<file path="src/tkl_pkg.sv">
`timescale 1ns / 1ps
// ----------------------------------------------------------------------------
// tkl_pkg: shared types and constants of the top-K leaderboard
// Table size, field widths, slot and result records, and the signed key
// compare used by the sequencer.
// ----------------------------------------------------------------------------
package tkl_pkg;

    localparam int TABLE_SIZE = 10;
    localparam int IDX_W      = $clog2(TABLE_SIZE);
    localparam int CNT_W      = $clog2(TABLE_SIZE + 1);
    localparam int SCORE_W    = 32;
    localparam int GROUP_W    = 8;
    localparam int ID_W       = 16;
    localparam int RANK_W     = 4;

    typedef struct packed {
        logic [SCORE_W-1:0] score;
        logic [GROUP_W-1:0] grp;
        logic [ID_W-1:0]    id;
    } entry_t;

    typedef struct packed {
        entry_t ent;
        logic   used;
    } slot_t;

    typedef struct packed {
        logic [RANK_W-1:0] rank;
        entry_t            ent;
        logic              filled;
        logic              final_res;
    } result_t;

    typedef struct packed {
        logic             en;
        logic [IDX_W-1:0] addr;
        entry_t           data;
    } ram_wr_t;

    function automatic logic key_less(input logic [SCORE_W-1:0] a,
                                      input logic [SCORE_W-1:0] b);
        return $signed(a) < $signed(b);
    endfunction

    // An unused slot reads as all zeros, whatever the memory holds.
    function automatic slot_t masked(input entry_t e, input logic used);
        slot_t s;
        s.ent  = used ? e : '0;
        s.used = used;
        return s;
    endfunction

endpackage

</file>
<file path="src/tkl_ram.sv">
`timescale 1ns / 1ps
// ----------------------------------------------------------------------------
// tkl_ram: slot memory
// One write port and one read port with registered read data.
// ----------------------------------------------------------------------------
module tkl_ram (
    input  logic                           aclk,
    input  tkl_pkg::ram_wr_t               wr,
    input  logic [tkl_pkg::IDX_W-1:0]      raddr,
    output tkl_pkg::entry_t                rdata
);

    tkl_pkg::entry_t mem [tkl_pkg::TABLE_SIZE];

    always_ff @(posedge aclk) begin
        if (wr.en) begin
            mem[wr.addr] <= wr.data;
        end
        rdata <= mem[raddr];
    end

endmodule

</file>
<file path="src/tkl_seq.sv">
`timescale 1ns / 1ps
// ----------------------------------------------------------------------------
// tkl_seq: leaderboard sequencer
// Takes one request, finds its target slot with a single key comparator,
// updates the table, and on the last request of a batch runs the exchange
// sort and reads the table out rank by rank.
// ----------------------------------------------------------------------------
module tkl_seq (
    input  logic                            aclk,
    input  logic                            aresetn,
    input  logic                            s_valid,
    output logic                            s_ready,
    input  logic [tkl_pkg::SCORE_W-1:0]     s_score,
    input  logic [tkl_pkg::GROUP_W-1:0]     s_group,
    input  logic [tkl_pkg::ID_W-1:0]        s_entry_id,
    input  logic                            s_first,
    input  logic                            s_last,
    input  logic                            out_busy,
    output logic                            res_load,
    output tkl_pkg::result_t                res,
    output tkl_pkg::ram_wr_t                ram_wr,
    output logic [tkl_pkg::IDX_W-1:0]       ram_raddr,
    input  tkl_pkg::entry_t                 ram_rdata
);

    localparam logic [3:0] ST_IDLE = 4'd0;
    localparam logic [3:0] ST_PICK = 4'd1;
    localparam logic [3:0] ST_SCAN = 4'd2;
    localparam logic [3:0] ST_UPD  = 4'd3;
    localparam logic [3:0] ST_SLD  = 4'd4;
    localparam logic [3:0] ST_SLW  = 4'd5;
    localparam logic [3:0] ST_SJ   = 4'd6;
    localparam logic [3:0] ST_SWB  = 4'd7;
    localparam logic [3:0] ST_ER   = 4'd8;
    localparam logic [3:0] ST_ED   = 4'd9;

    localparam logic [tkl_pkg::CNT_W-1:0] CNT_END  = tkl_pkg::CNT_W'(tkl_pkg::TABLE_SIZE);
    localparam logic [tkl_pkg::CNT_W-1:0] CNT_LAST = tkl_pkg::CNT_W'(tkl_pkg::TABLE_SIZE - 1);
    localparam logic [tkl_pkg::IDX_W-1:0] SI_LAST  = tkl_pkg::IDX_W'(tkl_pkg::TABLE_SIZE - 2);

    logic [3:0]                        state_reg, state_next;
    logic [tkl_pkg::TABLE_SIZE-1:0]    used_reg, used_next;
    logic [tkl_pkg::CNT_W-1:0]         cnt_reg, cnt_next;
    logic [tkl_pkg::IDX_W-1:0]         pidx_reg, pidx_next;
    logic                              pend_reg, pend_next;
    logic [tkl_pkg::IDX_W-1:0]         si_reg, si_next;
    logic [tkl_pkg::IDX_W-1:0]         best_reg, best_next;
    logic [tkl_pkg::SCORE_W-1:0]       best_key_reg, best_key_next;
    tkl_pkg::entry_t                   item_reg, item_next;
    logic                              last_reg, last_next;
    tkl_pkg::slot_t                    hold_reg, hold_next;

    logic [tkl_pkg::IDX_W-1:0]         fe_idx;
    tkl_pkg::slot_t                    rd_slot;
    tkl_pkg::slot_t                    out_slot;
    logic [tkl_pkg::IDX_W-1:0]         cnt_idx;
    logic [tkl_pkg::SCORE_W-1:0]       cmp_a;
    logic [tkl_pkg::SCORE_W-1:0]       cmp_b;
    logic                              key_lt;

    assign cnt_idx  = cnt_reg[tkl_pkg::IDX_W-1:0];
    assign rd_slot  = tkl_pkg::masked(ram_rdata, used_reg[pidx_reg]);
    assign out_slot = tkl_pkg::masked(ram_rdata, used_reg[cnt_idx]);
    assign s_ready  = (state_reg == ST_IDLE);

    // One comparator serves the scan, the update and the sort.
    always_comb begin
        case (state_reg)
            ST_SCAN: begin
                cmp_a = rd_slot.ent.score;
                cmp_b = best_key_reg;
            end
            ST_SJ: begin
                cmp_a = hold_reg.ent.score;
                cmp_b = rd_slot.ent.score;
            end
            default: begin
                cmp_a = best_key_reg;
                cmp_b = item_reg.score;
            end
        endcase
    end

    assign key_lt = tkl_pkg::key_less(cmp_a, cmp_b);

    // Lowest-numbered empty slot.
    always_comb begin
        fe_idx = '0;
        for (int i = tkl_pkg::TABLE_SIZE - 1; i >= 0; i--) begin
            if (!used_reg[i]) begin
                fe_idx = tkl_pkg::IDX_W'(i);
            end
        end
    end

    always_comb begin
        state_next    = state_reg;
        used_next     = used_reg;
        cnt_next      = cnt_reg;
        pidx_next     = pidx_reg;
        pend_next     = pend_reg;
        si_next       = si_reg;
        best_next     = best_reg;
        best_key_next = best_key_reg;
        item_next     = item_reg;
        last_next     = last_reg;
        hold_next     = hold_reg;
        ram_wr        = '0;
        ram_raddr     = cnt_idx;
        res_load      = 1'b0;
        res.rank      = tkl_pkg::RANK_W'(cnt_reg);
        res.ent       = out_slot.ent;
        res.filled    = out_slot.used;
        res.final_res = (cnt_reg == CNT_LAST);

        case (state_reg)
            ST_IDLE: begin
                if (s_valid) begin
                    item_next.score = s_score;
                    item_next.grp   = s_group;
                    item_next.id    = s_entry_id;
                    last_next       = s_last;
                    if (s_first) begin
                        used_next = '0;
                    end
                    state_next = ST_PICK;
                end
            end
            ST_PICK: begin
                if (!(&used_reg)) begin
                    best_next     = fe_idx;
                    best_key_next = '0;
                    state_next    = ST_UPD;
                end else begin
                    cnt_next   = '0;
                    pend_next  = 1'b0;
                    state_next = ST_SCAN;
                end
            end
            ST_SCAN: begin
                // Reads are issued one slot ahead of the compare.
                if (pend_reg) begin
                    if (pidx_reg == '0 || key_lt) begin
                        best_next     = pidx_reg;
                        best_key_next = rd_slot.ent.score;
                    end
                end
                if (cnt_reg == CNT_END) begin
                    pend_next  = 1'b0;
                    state_next = ST_UPD;
                end else begin
                    pidx_next = cnt_idx;
                    pend_next = 1'b1;
                    cnt_next  = cnt_reg + 1'b1;
                end
            end
            ST_UPD: begin
                if (key_lt) begin
                    ram_wr.en           = 1'b1;
                    ram_wr.addr         = best_reg;
                    ram_wr.data         = item_reg;
                    used_next[best_reg] = 1'b1;
                end
                if (last_reg) begin
                    si_next    = '0;
                    state_next = ST_SLD;
                end else begin
                    state_next = ST_IDLE;
                end
            end
            ST_SLD: begin
                ram_raddr  = si_reg;
                pidx_next  = si_reg;
                state_next = ST_SLW;
            end
            ST_SLW: begin
                hold_next  = rd_slot;
                cnt_next   = tkl_pkg::CNT_W'(si_reg) + 1'b1;
                pend_next  = 1'b0;
                state_next = ST_SJ;
            end
            ST_SJ: begin
                // The slot being placed stays in hold_reg; a larger key in
                // slot j trades places with it.
                if (pend_reg && key_lt) begin
                    ram_wr.en           = 1'b1;
                    ram_wr.addr         = pidx_reg;
                    ram_wr.data         = hold_reg.ent;
                    used_next[pidx_reg] = hold_reg.used;
                    hold_next           = rd_slot;
                end
                if (cnt_reg == CNT_END) begin
                    pend_next  = 1'b0;
                    state_next = ST_SWB;
                end else begin
                    pidx_next = cnt_idx;
                    pend_next = 1'b1;
                    cnt_next  = cnt_reg + 1'b1;
                end
            end
            ST_SWB: begin
                ram_wr.en         = 1'b1;
                ram_wr.addr       = si_reg;
                ram_wr.data       = hold_reg.ent;
                used_next[si_reg] = hold_reg.used;
                if (si_reg == SI_LAST) begin
                    cnt_next   = '0;
                    state_next = ST_ER;
                end else begin
                    si_next    = si_reg + 1'b1;
                    state_next = ST_SLD;
                end
            end
            ST_ER: begin
                if (!out_busy) begin
                    state_next = ST_ED;
                end
            end
            ST_ED: begin
                res_load = 1'b1;
                if (cnt_reg == CNT_LAST) begin
                    state_next = ST_IDLE;
                end else begin
                    cnt_next   = cnt_reg + 1'b1;
                    state_next = ST_ER;
                end
            end
            default: begin
                state_next = ST_IDLE;
            end
        endcase
    end

    always_ff @(posedge aclk) begin
        if (!aresetn) begin
            state_reg <= ST_IDLE;
            used_reg  <= '0;
            cnt_reg   <= '0;
            pend_reg  <= 1'b0;
            si_reg    <= '0;
        end else begin
            state_reg <= state_next;
            used_reg  <= used_next;
            cnt_reg   <= cnt_next;
            pend_reg  <= pend_next;
            si_reg    <= si_next;
        end
    end

    always_ff @(posedge aclk) begin
        pidx_reg     <= pidx_next;
        best_reg     <= best_next;
        best_key_reg <= best_key_next;
        item_reg     <= item_next;
        last_reg     <= last_next;
        hold_reg     <= hold_next;
    end

endmodule

</file>
<file path="src/top_k_leaderboard_top.sv">
`timescale 1ns / 1ps
// ----------------------------------------------------------------------------
// top_k_leaderboard_top: top-K leaderboard
// Keeps the highest-scoring entries of a batch and emits them sorted.
// ----------------------------------------------------------------------------
// The block takes one request at a time and holds the TABLE_SIZE best
// entries of the current batch in a small memory with one read and one write
// port plus a row of slot-used flags. While the table has an empty slot a
// request goes straight to its update; once it is full, the request first
// scans the memory through one read port and one key comparator. A request
// with last adds the exchange sort and then the read-out of the results,
// which waits while a stalled result holds the output register; a result
// waits in an output register, so the next request is taken while the last
// result is pending.
// ----------------------------------------------------------------------------
module top_k_leaderboard_top (
    input  logic                            aclk,
    input  logic                            aresetn,
    input  logic                            s_valid,
    output logic                            s_ready,
    input  logic signed [tkl_pkg::SCORE_W-1:0] s_score,
    input  logic [tkl_pkg::GROUP_W-1:0]     s_group,
    input  logic [tkl_pkg::ID_W-1:0]        s_entry_id,
    input  logic                            s_first,
    input  logic                            s_last,
    output logic                            m_valid,
    input  logic                            m_ready,
    output logic [tkl_pkg::RANK_W-1:0]      m_rank,
    output logic signed [tkl_pkg::SCORE_W-1:0] m_out_score,
    output logic [tkl_pkg::GROUP_W-1:0]     m_out_group,
    output logic [tkl_pkg::ID_W-1:0]        m_out_id,
    output logic                            m_filled,
    output logic                            m_final_res
);

    tkl_pkg::ram_wr_t              ram_wr;
    logic [tkl_pkg::IDX_W-1:0]     ram_raddr;
    tkl_pkg::entry_t               ram_rdata;
    tkl_pkg::result_t              res;
    logic                          res_load;
    logic                          out_busy;
    logic                          m_valid_reg, m_valid_next;
    tkl_pkg::result_t              res_reg;

    tkl_ram u_ram (
        .aclk  (aclk),
        .wr    (ram_wr),
        .raddr (ram_raddr),
        .rdata (ram_rdata)
    );

    tkl_seq u_seq (
        .aclk       (aclk),
        .aresetn    (aresetn),
        .s_valid    (s_valid),
        .s_ready    (s_ready),
        .s_score    (s_score),
        .s_group    (s_group),
        .s_entry_id (s_entry_id),
        .s_first    (s_first),
        .s_last     (s_last),
        .out_busy   (out_busy),
        .res_load   (res_load),
        .res        (res),
        .ram_wr     (ram_wr),
        .ram_raddr  (ram_raddr),
        .ram_rdata  (ram_rdata)
    );

    // The register is free at the next edge unless it holds a stalled result.
    assign out_busy = m_valid_reg && !m_ready;

    always_comb begin
        m_valid_next = m_valid_reg;
        if (res_load) begin
            m_valid_next = 1'b1;
        end else if (m_ready) begin
            m_valid_next = 1'b0;
        end
    end

    always_ff @(posedge aclk) begin
        if (!aresetn) begin
            m_valid_reg <= 1'b0;
        end else begin
            m_valid_reg <= m_valid_next;
        end
    end

    always_ff @(posedge aclk) begin
        if (res_load) begin
            res_reg <= res;
        end
    end

    assign m_valid     = m_valid_reg;
    assign m_rank      = res_reg.rank;
    assign m_out_score = res_reg.ent.score;
    assign m_out_group = res_reg.ent.grp;
    assign m_out_id    = res_reg.ent.id;
    assign m_filled    = res_reg.filled;
    assign m_final_res = res_reg.final_res;

endmodule

</file>
<file path="config.mk">
export PLATFORM = sky130hd
export DESIGN_NAME = top_k_leaderboard_top
export DESIGN_NICKNAME = d
export VERILOG_FILES = /design/src/tkl_pkg.sv /design/src/tkl_ram.sv /design/src/tkl_seq.sv /design/src/top_k_leaderboard_top.sv
export SDC_FILE = /design/constraint.sdc
export NUM_CORES = 1
export LEC_CHECK = 0
export ABC_CLOCK_PERIOD_IN_PS = 8100
export BUFFER_PORTS_ARGS = -buffer_cell sky130_fd_sc_hd__buf_2
export CORE_ASPECT_RATIO = 0.5
export CORE_MARGIN = 2
export CORE_UTILIZATION = 56
export CTS_BUF_LIST = sky130_fd_sc_hd__clkbuf_8 sky130_fd_sc_hd__clkbuf_16
export DETAILED_ROUTE_END_ITERATION = 6
export GPL_TIMING_DRIVEN = 0
export MAX_ROUTING_LAYER = met4
export PLACE_DENSITY = 0.76
export SYNTH_ARGS = -nofsm -noshare
export SYNTH_HDL_FRONTEND = slang
export SYNTH_SLANG_ARGS = --single-unit
</file>
<file path="constraint.sdc">
create_clock -name aclk -period 8.1 [get_ports aclk]
set_input_delay 2.43 -clock aclk [delete_from_list [all_inputs] [get_ports aclk]]
set_output_delay 2.43 -clock aclk [all_outputs]
set_load 0.005 [all_outputs]
</file>
==> results.md <==
* Most common flop cell mapped by yosys: edfxtp_1
* Maximum fanout along the worst path at 22
* Hold Path Class: reg -> reg
* CTS tree: done
* Synth cell types at 71
* Drt pass-1 iters at 5
* Vias per cell at between 6 and 7
* Final worst slack at 1090 ps
* First-pass GRT wire length at 135 mm
* Via count at 20900
* Synth warnings at 0
* Drt first-iter violations at 2524
* CP max stage delay at between 800 and 900 ps
* CP bufs+invs at 7
* Die Wd at 357 um
* Detail Placement HPWL at 58.4 mm
* Post-CTS setup buffers at 0
* Worst EP arrival at 7340 ps
* WHS at 439 ps
* Port bufs at 125
* Clk_lat worst skew at 630 ps
* IO Pins at 126
* WL per Instance at 27.9 um
* Antenna-violating nets left at 0
* Post-Syn Area at 34900 um2
* Top cells by count, synth: edfxtp_1, a21oi_1, nor2_1
* Max Clk Rate at approximately 140 MHz
* Crit path time final at 7010 ps
* Gr usage total at 29.6%
* Syn Area/Cell at 16.0 um2
* Ys async rst share at 0%
* Total Power at about 11 mW
* CTS resizes at 0
* Synthesis-stage register bit count at 856
* Crit path max-delay family: simple AND/OR/NAND/NOR gates
* Crit path required time at approximately 8400 ps
* Post-Syn Instances at 2182
* Worst setup EP type: flop
* Layout cells sized above 1 at 17.7%
* Leak Pwr at 14.6 nW
* Row Count at between 60 and 70
* Final Max Slew Viols at 0
* Largest net degree at the start of global routing at 59
* Die area at 64400 um2
* Clock root cell: clkbuf_16
* WL final at approximately 90 mm
* Htree depth at 3
* Cell taking the most area after synthesis: edfxtp_1
* # diodes at 0
* Drc violations at 0
* Post-CTS Hold Buffers at 0
* Most frequent cell after synthesis: edfxtp_1
* Global route overflow at 0
* Layout area overhead at 13.7%
* Hold Fails Final Rpt at 0
* Number of synthesized flops with an enable pin at approximately 780
* Peak VDD IR at between 0.00015 and 0.0002 V
* Syn_nets at 2282
* Skew final at 27.7 ps
* Unrepaired setup endpoints after global routing: false
* Layout Nets at between 2000 and 3000
* Die Span Y at 180 um
* Maximum root-to-sink buffer count at 3
* Initial Utilization at 56.8%
* Most used cell, CP: nand2_1
* Initial antenna violation count at 1
* CP max stage cell: nor2b_4
* Final Wtd Congestion at slightly above 0.9
* Cell Pwr Density at 287 nW/um2
* Synth top area cells: edfxtp_1, mux4_2, dfxtp_1, mux2i_1, a21oi_1
* Vias in the first global route at around 21000
* Max reg flops at 560
* Final number of setup-violating endpoints at 0
* Max Cap Viol at 0
* Core area at between 60000 and 70000 um2
* Synth top area share at 66.8%
* Slew headroom at 11.8%
* Crit share post-route at 86.6%
* Register area share after synthesis at 71.4%
* Num Clock Sinks at 856
* Reg clk slew, reported paths at 70 ps
* CTS buffer count at 72
* Dpl ws at 1240 ps
* Least-Margin Pin Slew at between 1000 and 1500 ps
* Crit Path Category: reg -> reg
* Cells along the critical path: clkbuf_1 -> nand2_1 -> nor3_1 -> or4_1 -> buf_2 -> clkbuf_1 -> nand2_1 -> inv_1 -> mux2i_1 -> nand2_1 -> o21ai_0 -> ha_1 -> nand2_1 -> or3_1 -> or4_1 -> or2_1 -> o211a_1 -> buf_4 -> a21oi_1 -> nor2b_4 -> buf_12 -> buf_16
* Crit start category: flop
* Outcome: complete, no violations
layout by cell type (no fill, tap or decap), types with 12 or more instances in the layout:
master     instances
a31oi_1           12
buf_6             14
nor3_1            20
a22o_1            57
nor2b_1           64
nor2_1           121
mux4_2           115
buf_2            139
inv_1             62
mux2i_1          104
ha_1              38
a21oi_1          157
buf_1             17
nand2_1          110
clkbuf_16         74
nand2b_1          15
edfxtp_1         776
and2_1            82
buf_12            20
a211oi_1          71
clkbuf_1          86
dfxtp_1           80
o21ai_0           59
cell families after synthesis:
kind of cell    synth area share [%]
simple gates                    6.80
flops                           71.4
compound gates                  7.58
mux                             10.5
fa+ha+maj                       1.36
xor+xnor                      0.0502
buf+inv                         2.25
path summary, 6_finish.rpt:
path	from	end	slack [ps]	cells after the start
worst max register to register	u_seq.pidx_reg[0]$_DFFE_PP_	u_ram.mem[0][17]$_DFFE_PP_	1090	22
worst min-delay path	u_seq.cnt_idx[2]$_SDFFE_PN0P_	m_rank[2]$_DFFE_PP_	440	0
worst min register to register	u_seq.cnt_idx[2]$_SDFFE_PN0P_	m_rank[2]$_DFFE_PP_	440	0
worst max-delay path	u_seq.pidx_reg[0]$_DFFE_PP_	u_ram.mem[0][17]$_DFFE_PP_	1090	22
power breakdown:
group          total (mW)  internal (mW)  leakage [nW]  switching [mW]
Combinational        2.43          0.900          4.80            1.53
Sequential           5.36           5.14          8.49           0.218
Clock                3.61           1.99          1.26            1.62
Total                11.4           8.04          14.6            3.36
layout make-up:
type / instances / area (um2)
plain buffers: 133 / 607
clock buffers: 83 / 1980
clock inverters: 49 / 478
fillers: 4197 / 21700
inverters: 47 / 176
multi-input cells: 1146 / 9290
flip-flops and latches: 856 / 24900
well taps: 825 / 1030
repair buffers: 155 / 1180
per-stage QoR:
| stage | instance area [um2] | setup TNS, ps | utilization, % | cells |
|---|---|---|---|---|
| after global placement | 36500 | -1628840 | 59.5 | 3132 |
| after global routing | 39600 | 0 | 64.6 | 3294 |
| final | 39600 | 0 | 64.6 | 3294 |
| after floorplan | 34900 | 0 | - | 2182 |
| after detailed placement | 37200 | 0 | 60.6 | 3162 |
| after CTS | 39600 | 0 | 64.6 | 3294 |
metal layers:
metal  share of wire [%]  track usage [%]  up-vias
met4                 3.2             9.53        0
met1                  40             41.0    10600
met5                   0                -        -
met2                  47             44.2     1218
li1                    -                -     8931
met3                  11             6.30      188
Power figures use the tool's default switching activity.
